`config.mk`:
```
export PLATFORM = sky130hd
export DESIGN_NAME = dag_address_string_validator_flat
export DESIGN_NICKNAME = d
export VERILOG_FILES = /design/src/design/dasv_pkg.sv /design/src/design/dasv_if.sv /design/src/design/dag_address_string_validator.sv /design/src/design/dasv_step.sv /design/src/flat_wrapper.sv
export SDC_FILE = /design/constraint.sdc
export NUM_CORES = 1
export LEC_CHECK = 0
export ABC_AREA = 1
export ABC_CLOCK_PERIOD_IN_PS = 6100
export BUFFER_PORTS_ARGS = -buffer_cell sky130_fd_sc_hd__buf_4
export CORE_MARGIN = 2
export CORE_UTILIZATION = 61
export DETAILED_ROUTE_END_ITERATION = 16
export PLACE_DENSITY = 0.8
export SKIP_CTS_REPAIR_TIMING = 1
export SLEW_MARGIN = 15
export SYNTH_ARGS = -nofsm -noshare
export SYNTH_HDL_FRONTEND = slang
export SYNTH_SLANG_ARGS = --single-unit
```
`constraint.sdc`:
```
create_clock -name clk_i -period 6.1 [get_ports clk_i]
set_input_delay 1.525 -clock clk_i [delete_from_list [all_inputs] [get_ports clk_i]]
set_output_delay 1.525 -clock clk_i [all_outputs]
set_load 0.005 [all_outputs]
```
`src/design/dasv_pkg.sv`:
```
// Shared types, constants and character-class helpers for the address string validator.
package dasv_pkg;

  localparam int unsigned HEX_DIGITS  = 40;
  localparam int unsigned MAX_NESTING = 127;

  localparam int unsigned HEX_CNT_W = $clog2(HEX_DIGITS + 1);
  localparam int unsigned DEPTH_W   = $clog2(MAX_NESTING + 1);

  localparam logic [HEX_CNT_W-1:0] HEX_FULL  = HEX_CNT_W'(HEX_DIGITS);
  localparam logic [DEPTH_W-1:0]   DEPTH_MAX = DEPTH_W'(MAX_NESTING);

  localparam logic [1:0] PREFIX_LEN = 2'd3;

  localparam logic [7:0] CH_SPACE  = 8'h20;
  localparam logic [7:0] CH_COLON  = 8'h3a;
  localparam logic [7:0] CH_LPAREN = 8'h28;
  localparam logic [7:0] CH_RPAREN = 8'h29;
  localparam logic [7:0] CH_R      = 8'h52;
  localparam logic [7:0] CH_E      = 8'h45;

  typedef struct packed {
    logic [1:0]           prefix_pos;
    logic                 in_token;
    logic                 seen_colon;
    logic                 type_len_nonzero;
    logic [HEX_CNT_W-1:0] hex_count;
    logic [DEPTH_W-1:0]   depth;
    logic                 paren_pending;
    logic                 prev_space;
    logic                 failed;
  } dasv_state_t;

  function automatic logic [7:0] lead_char(input logic [1:0] pos);
    logic [7:0] c;
    unique case (pos)
      2'd0:    c = CH_R;
      2'd1:    c = CH_E;
      default: c = CH_SPACE;
    endcase
    return c;
  endfunction

  function automatic logic is_digit(input logic [7:0] c);
    return (c >= 8'h30) && (c <= 8'h39);
  endfunction

  function automatic logic is_alnum(input logic [7:0] c);
    return is_digit(c) || ((c >= 8'h61) && (c <= 8'h7a)) || ((c >= 8'h41) && (c <= 8'h5a));
  endfunction

  function automatic logic is_hex(input logic [7:0] c);
    return is_digit(c) || ((c >= 8'h61) && (c <= 8'h66)) || ((c >= 8'h41) && (c <= 8'h46));
  endfunction

  function automatic logic token_complete(input dasv_state_t s);
    return s.seen_colon && s.type_len_nonzero && (s.hex_count == HEX_FULL);
  endfunction

endpackage

```
`src/design/dasv_if.sv`:
```
// Valid/ready channel interfaces for the character input and the verdict output.
interface dasv_in_if;
  logic       valid;
  logic       ready;
  logic [7:0] ch;
  logic       last;

  modport source (output valid, output ch, output last, input ready);
  modport sink (input valid, input ch, input last, output ready);
endinterface

interface dasv_out_if;
  logic valid;
  logic ready;
  logic valid_res;

  modport source (output valid, output valid_res, input ready);
  modport sink (input valid, input valid_res, output ready);
endinterface

```
`src/design/dag_address_string_validator.sv`:
```
// Address string validator: one character per transfer in, one verdict per string out.
// Each character is captured in an input register and processed against the running
// string state while it sits there; the verdict for a string is loaded into the output
// register when its last character is processed. One character is taken every cycle,
// unless a last character waits on a stalled output; the verdict is registered.
// A stalled output only holds the input register while it carries a last character.
module dag_address_string_validator (
  input  logic              clk_i,
  input  logic              rst_ni,
  dasv_in_if.sink           in_i,
  dasv_out_if.source        out_o
);
  import dasv_pkg::*;

  logic        s1_valid_q;
  logic [7:0]  s1_ch_q;
  logic        s1_last_q;
  logic        out_valid_q;
  logic        out_res_q;
  dasv_state_t state_q;
  dasv_state_t state_d;
  logic        res_d;
  logic        out_free;
  logic        s1_go;
  logic        in_fire;

  dasv_step u_step (
    .st_i        (state_q),
    .ch_i        (s1_ch_q),
    .st_o        (state_d),
    .valid_res_o (res_d)
  );

  assign out_free   = !out_valid_q || out_o.ready;
  assign s1_go      = s1_valid_q && (!s1_last_q || out_free);
  assign in_i.ready = !s1_valid_q || s1_go;
  assign in_fire    = in_i.valid && in_i.ready;

  assign out_o.valid     = out_valid_q;
  assign out_o.valid_res = out_res_q;

  always_ff @(posedge clk_i) begin
    if (in_fire) begin
      s1_ch_q   <= in_i.ch;
      s1_last_q <= in_i.last;
    end
    if (s1_go && s1_last_q) begin
      out_res_q <= res_d;
    end
  end

  always_ff @(posedge clk_i or negedge rst_ni) begin
    if (!rst_ni) begin
      s1_valid_q  <= 1'b0;
      out_valid_q <= 1'b0;
      state_q     <= '0;
    end else begin
      if (in_fire) begin
        s1_valid_q <= 1'b1;
      end else if (s1_go) begin
        s1_valid_q <= 1'b0;
      end
      if (s1_go) begin
        state_q <= s1_last_q ? '0 : state_d;
      end
      if (s1_go && s1_last_q) begin
        out_valid_q <= 1'b1;
      end else if (out_o.ready) begin
        out_valid_q <= 1'b0;
      end
    end
  end

`ifndef SYNTH
  // a new verdict only follows a processed last character
  a_out_from_last: assert property (@(posedge clk_i) disable iff (!rst_ni)
    $rose(out_valid_q) |-> $past(s1_valid_q && s1_last_q))
    else $error("verdict without a last character");

  a_depth_bound: assert property (@(posedge clk_i) disable iff (!rst_ni)
    state_q.depth <= DEPTH_MAX)
    else $error("nesting depth out of range");

  a_hex_bound: assert property (@(posedge clk_i) disable iff (!rst_ni)
    state_q.hex_count <= HEX_FULL)
    else $error("hex count out of range");

  // body state stays clear until the prefix is matched
  a_prefix_first: assert property (@(posedge clk_i) disable iff (!rst_ni)
    (state_q.prefix_pos < PREFIX_LEN) |-> (!state_q.in_token && (state_q.depth == '0)))
    else $error("body state before prefix complete");
`endif

endmodule

```
`src/design/dasv_step.sv`:
```
// Per-character next-state logic and end-of-string verdict.
module dasv_step (
  input  dasv_pkg::dasv_state_t st_i,
  input  logic [7:0]            ch_i,
  output dasv_pkg::dasv_state_t st_o,
  output logic                  valid_res_o
);
  import dasv_pkg::*;

  dasv_state_t nx;
  logic        colon;
  logic        tln;
  logic [HEX_CNT_W-1:0] hexc;
  logic        is_paren;

  always_comb begin
    nx       = st_i;
    colon    = st_i.seen_colon;
    tln      = st_i.type_len_nonzero;
    hexc     = st_i.hex_count;
    is_paren = (ch_i == CH_LPAREN) || (ch_i == CH_RPAREN);
    if (!st_i.failed) begin
      if (st_i.prefix_pos < PREFIX_LEN) begin
        if (ch_i != lead_char(st_i.prefix_pos)) begin
          nx.failed = 1'b1;
        end else begin
          nx.prefix_pos = st_i.prefix_pos + 2'd1;
        end
        nx.prev_space = (ch_i == CH_SPACE);
      end else begin
        if (st_i.paren_pending && (ch_i != CH_SPACE)) begin
          nx.failed = 1'b1;
        end
        nx.paren_pending = 1'b0;
        if (ch_i == CH_SPACE) begin
          if (st_i.in_token) begin
            if (!token_complete(st_i)) begin
              nx.failed = 1'b1;
            end
            nx.in_token = 1'b0;
          end
          nx.prev_space = 1'b1;
        end else if (is_paren) begin
          if (!st_i.prev_space) begin
            nx.failed = 1'b1;
          end
          if (ch_i == CH_LPAREN) begin
            if (st_i.depth >= DEPTH_MAX) begin
              nx.failed = 1'b1;
            end else begin
              nx.depth = st_i.depth + DEPTH_W'(1);
            end
          end else begin
            if (st_i.depth == '0) begin
              nx.failed = 1'b1;
            end else begin
              nx.depth = st_i.depth - DEPTH_W'(1);
            end
          end
          nx.paren_pending = 1'b1;
          nx.prev_space    = 1'b0;
        end else begin
          if (!st_i.in_token) begin
            nx.in_token = 1'b1;
            colon       = 1'b0;
            tln         = 1'b0;
            hexc        = '0;
          end
          nx.seen_colon       = colon;
          nx.type_len_nonzero = tln;
          nx.hex_count        = hexc;
          if (ch_i == CH_COLON) begin
            if (colon || !tln) begin
              nx.failed = 1'b1;
            end else begin
              nx.seen_colon = 1'b1;
            end
          end else if (colon) begin
            if (!is_hex(ch_i) || (hexc >= HEX_FULL)) begin
              nx.failed = 1'b1;
            end else begin
              nx.hex_count = hexc + HEX_CNT_W'(1);
            end
          end else if (!is_alnum(ch_i)) begin
            nx.failed = 1'b1;
          end else begin
            nx.type_len_nonzero = 1'b1;
          end
          nx.prev_space = 1'b0;
        end
      end
    end
  end

  assign st_o        = nx;
  assign valid_res_o = !(nx.failed || (nx.prefix_pos < PREFIX_LEN) ||
                         (nx.in_token && !token_complete(nx)) || (nx.depth != '0));

endmodule

```
`src/flat_wrapper.sv`:
```
// flat-port wrapper written by rule: the top's interface ports become plain ports
module dag_address_string_validator_flat import dasv_pkg::*;
  (clk_i, rst_ni, in_i_valid, in_i_ch, in_i_last, in_i_ready, out_o_valid, out_o_valid_res, out_o_ready);
  dasv_in_if in_i_i ();
  dasv_out_if out_o_i ();
  input  logic clk_i;
  input  logic rst_ni;
  input wire logic [$bits(in_i_i.valid)-1:0] in_i_valid;
  input wire logic [$bits(in_i_i.ch)-1:0] in_i_ch;
  input wire logic [$bits(in_i_i.last)-1:0] in_i_last;
  output wire logic [$bits(in_i_i.ready)-1:0] in_i_ready;
  output wire logic [$bits(out_o_i.valid)-1:0] out_o_valid;
  output wire logic [$bits(out_o_i.valid_res)-1:0] out_o_valid_res;
  input wire logic [$bits(out_o_i.ready)-1:0] out_o_ready;
  assign in_i_i.valid = in_i_valid;
  assign in_i_i.ch = in_i_ch;
  assign in_i_i.last = in_i_last;
  assign in_i_ready = in_i_i.ready;
  assign out_o_valid = out_o_i.valid;
  assign out_o_valid_res = out_o_i.valid_res;
  assign out_o_i.ready = out_o_ready;
  dag_address_string_validator u_core (.clk_i(clk_i), .rst_ni(rst_ni), .in_i(in_i_i), .out_o(out_o_i));
endmodule
```
==> impl_metrics.csv <==
group,metric,value,unit
run_status,status,"finished clean",
finish,synthToLayoutAreaGrowth,10.3,%
routing,vias,2447,
timing,slew_violations,0,
finish,nets,411,
pwr,p_sw_share,26.0,%
pwr,power_frac_comb,10.0,%
finish,layout-drive-gt1-share,13.1,%
pwr,seqPwrFrac,48.3,%
worst_setup_path,crit_chain,"buf_4, nor2_1, nand3_1, buf_4",
timing,fin_tns_setup,0,ps
pwr,power,0.000505,W
synthesis,synth-edff-count,10,
worst_setup_path,worstPathRequired,4580,ps
pwr,clockPowerShare,41.7,%
floorplanning,core-area,4030,um2
grt,grt_pass1_wl,9730,um
floorplanning,io_pins,16,
pwr,p_sw,0.000131,W
cts,cts-htree-levels,2,
worst_setup_path,crit_buf_inv,2,
routing,drtIter0Drc,157,
synthesis,syn-cell-area,2570,um2
synthesis,synth_commonest_cells,"96 x nand2_1, 49 x inv_1, 39 x nand3_1",
worst_setup_path,path_class,"in2out",
synthesis,syn_avg_cell_area,6.88,um2
floorplanning,dieArea,4740,um2
finish,stdcell_count,440,
job,drv_cap,0,
grt,antenna_found_initial,0,
placed_design,placed_cells,432,
worst_setup_path,cpPeakStageDelay,160,ps
timing,tightest_slew,689,ps
cts,clock_sinks,33,
cts,cts_tree,"done",
pwr,total_leakage_power,1.39,nW
synthesis,yosysWarningCount,0,
grt,grt_use_total,28.0,%
synthesis,synth_cell_types,34,
worst_setup_path,arrival,2070,ps
cts,clk_pin_slew,70,ps
grt,grt_pass1_vias,2245,
routing,routed_wl,5930,um
timing,clock_skew,5.56,ps
floorplanning,die_h,68.9,um
cts,cts_buffer_depth,2,
worst_setup_path,crit_path_frequent_cell,"buf_4",
hold_path,hold_path.class,"reg2reg",
cts,insertion_delay,290,ps
worst_setup_path,cp-start-kind,"primary input",
timing,fin_crit_sh,59.0,%
placed_design,hpwl,4510,um
synthesis,synth_top_flop_cell,"dfrtp_1",
routing,wl_per_cell,13.5,um
worst_setup_path,cp_max_fo,3,
placed_design,port_buffers,15,
synthesis,synth_fp_nets,395,
timing,rsz0062_at_grt,"false",
pwr,cellPowerDensity,179,nW/um2
synthesis,synthArstFlopShare,69.7,%
floorplanning,start_util,63.7,%
pwr,p_int,0.000374,W
timing,slew_headroom,53.8,%
cts,cts_made_buffers,5,
worst_setup_path,endpoint_kind,"output pin",
timing,finalCriticalPeriod,3600,ps
finish,diodes,0,
synthesis,synth.top_cell.area_share,22.4,%
routing,via_per_inst,5.56,
timing,finalSetupViolations,0,
timing,hold_violations,0,
grt,grt_overflow_total,0,
floorplanning,die_width,68.9,um
pwr,peakVddDrop,160,uV
synthesis,ys_ff_latch,33,
worst_setup_path,crit_path_top_delay_cell,"buf_4",
synthesis,synth_area_leaders,"dfrtp_1 22%, nand2_1 14%, edfxtp_1 12%",
routing,ant_nets,0,
worst_setup_path,rrSetupSlack,3640,ps
synthesis,synth_most_common_cell,"nand2_1",
synthesis,yosysTopAreaCell,"dfrtp_1",
cts,cts-root-buf,"clkbuf_8",
placed_design,gp_congestion,0.887,
routing,drcViolationCount,0,
grt,grt_max_degree,29,
worst_setup_path,crit_family,"simple AND/OR/NAND/NOR gates",
finish,fillers,378,
synthesis,synth_cells,373,
timing,fmax,278,MHz
routing,dr.pass1.iters,4,
floorplanning,rows,23,
synthesis,ys_seq_area_share,34.1,%
## layer usage
layer / up-vias / share of wire, % / GRT usage [%]
li1: 1253 / - / -
met1: 1121 / 46 / 35.8
met2: 60 / 47 / 46.5
met3: 13 / 4.3 / 4.87
met4: 0 / 2.1 / 12.0
met5: - / 0 / 0
## final cells by class
class	count	area (um2)	area share (%)
multi-input cells	277	1450	51.2
flip-flops and latches	33	876	30.9
inverters	57	216	7.64
repair buffers	15	113	3.98
clock buffers	5	68.8	2.43
well taps	50	62.6	2.21
clock inverters	3	46.3	1.63
## worst paths after layout
path,from,endpoint,cells after the start
worst min register to register,u_core.state_q[0],u_core.state_q[1],1
min in group asynchronous,rst_ni,u_core.state_q[4],1
worst min-delay path,u_core.state_q[0],u_core.state_q[1],1
max in group asynchronous,rst_ni,u_core.state_q[19],1
worst max register to register,u_core.s1_ch_q[4],u_core.out_o.valid_res,12
worst max-delay path,out_o_ready,in_i_ready,4
## cell families after synthesis
family	share of synthesized area (%)
and+or+nand+nor	37.8
buffers and inverters	9.41
AOI/OAI and AO/OA	11.9
DFF	34.1
adders and majority gates	4.39
xor gates and xnor gates	2.34
## worst reg2reg max path: cells and delay by family, from the launching register on
| kind | cells | cell delay [ps] |
|---|---|---|
| AND/OR/NAND/NOR | 10 | 1420 |
| flip-flops | 1 | 490 |
| buffers and inverters | 1 | 190 |
| AO/OA/AOI/OAI | 1 | 110 |
## stage by stage
stage | cell area, um2 | setup slack (ps) | util [%] | hold WS (ps)
5_1_grt | 2830 | 2410 | 70.3 | 549
3_3_place_gp | 2720 | 2550 | 67.4 | 491
3_5_place_dp | 2720 | 2500 | 67.4 | 515
4_1_cts | 2830 | 2490 | 70.3 | 525
2_1_floorplan | 2570 | 2820 | - | 470
6_report | 2830 | 2500 | 70.3 | 528
## registers in the layout (all words and copies together) (netlist names)
register	cells
u_core.s1_ch_q	8
u_core.out_o.valid_res	1
u_core.s1_last_q	1
u_core.s1_valid_q	1
u_core.state_q	21
u_core.out_o.valid	1
## layout by cell type, fill, tap and decap left out, drive strengths merged
cell type  count
a31oi          2
o31ai          2
or2            1
a22oi          1
o21ai         26
bufinv         1
clkinv         2
ha             9
clkbuf         5
nand3b         1
o21bai         1
clkinvlp       1
inv           56
and2           1
nand2        103
o211ai         5
a21oi          6
dfrtp         23
o22ai         10
nand4         10
nor2          47
xor2           6
edfxtp        10
nand3         40
nor3           6
buf           15
## power by group through the flow
stage	Sequential, W	Combinational [W]	Clock (W)
final	0.000244	0.0000504	0.000211
after global routing	0.000245	0.0000568	0.000223
after CTS	0.000244	0.0000505	0.000216
after detailed placement	0.000248	0.0000502	0
after global placement	0.000248	0.0000486	0
after floorplan	0.000246	0.0000318	0
Note: power is estimated with default switching activity, not from simulation.
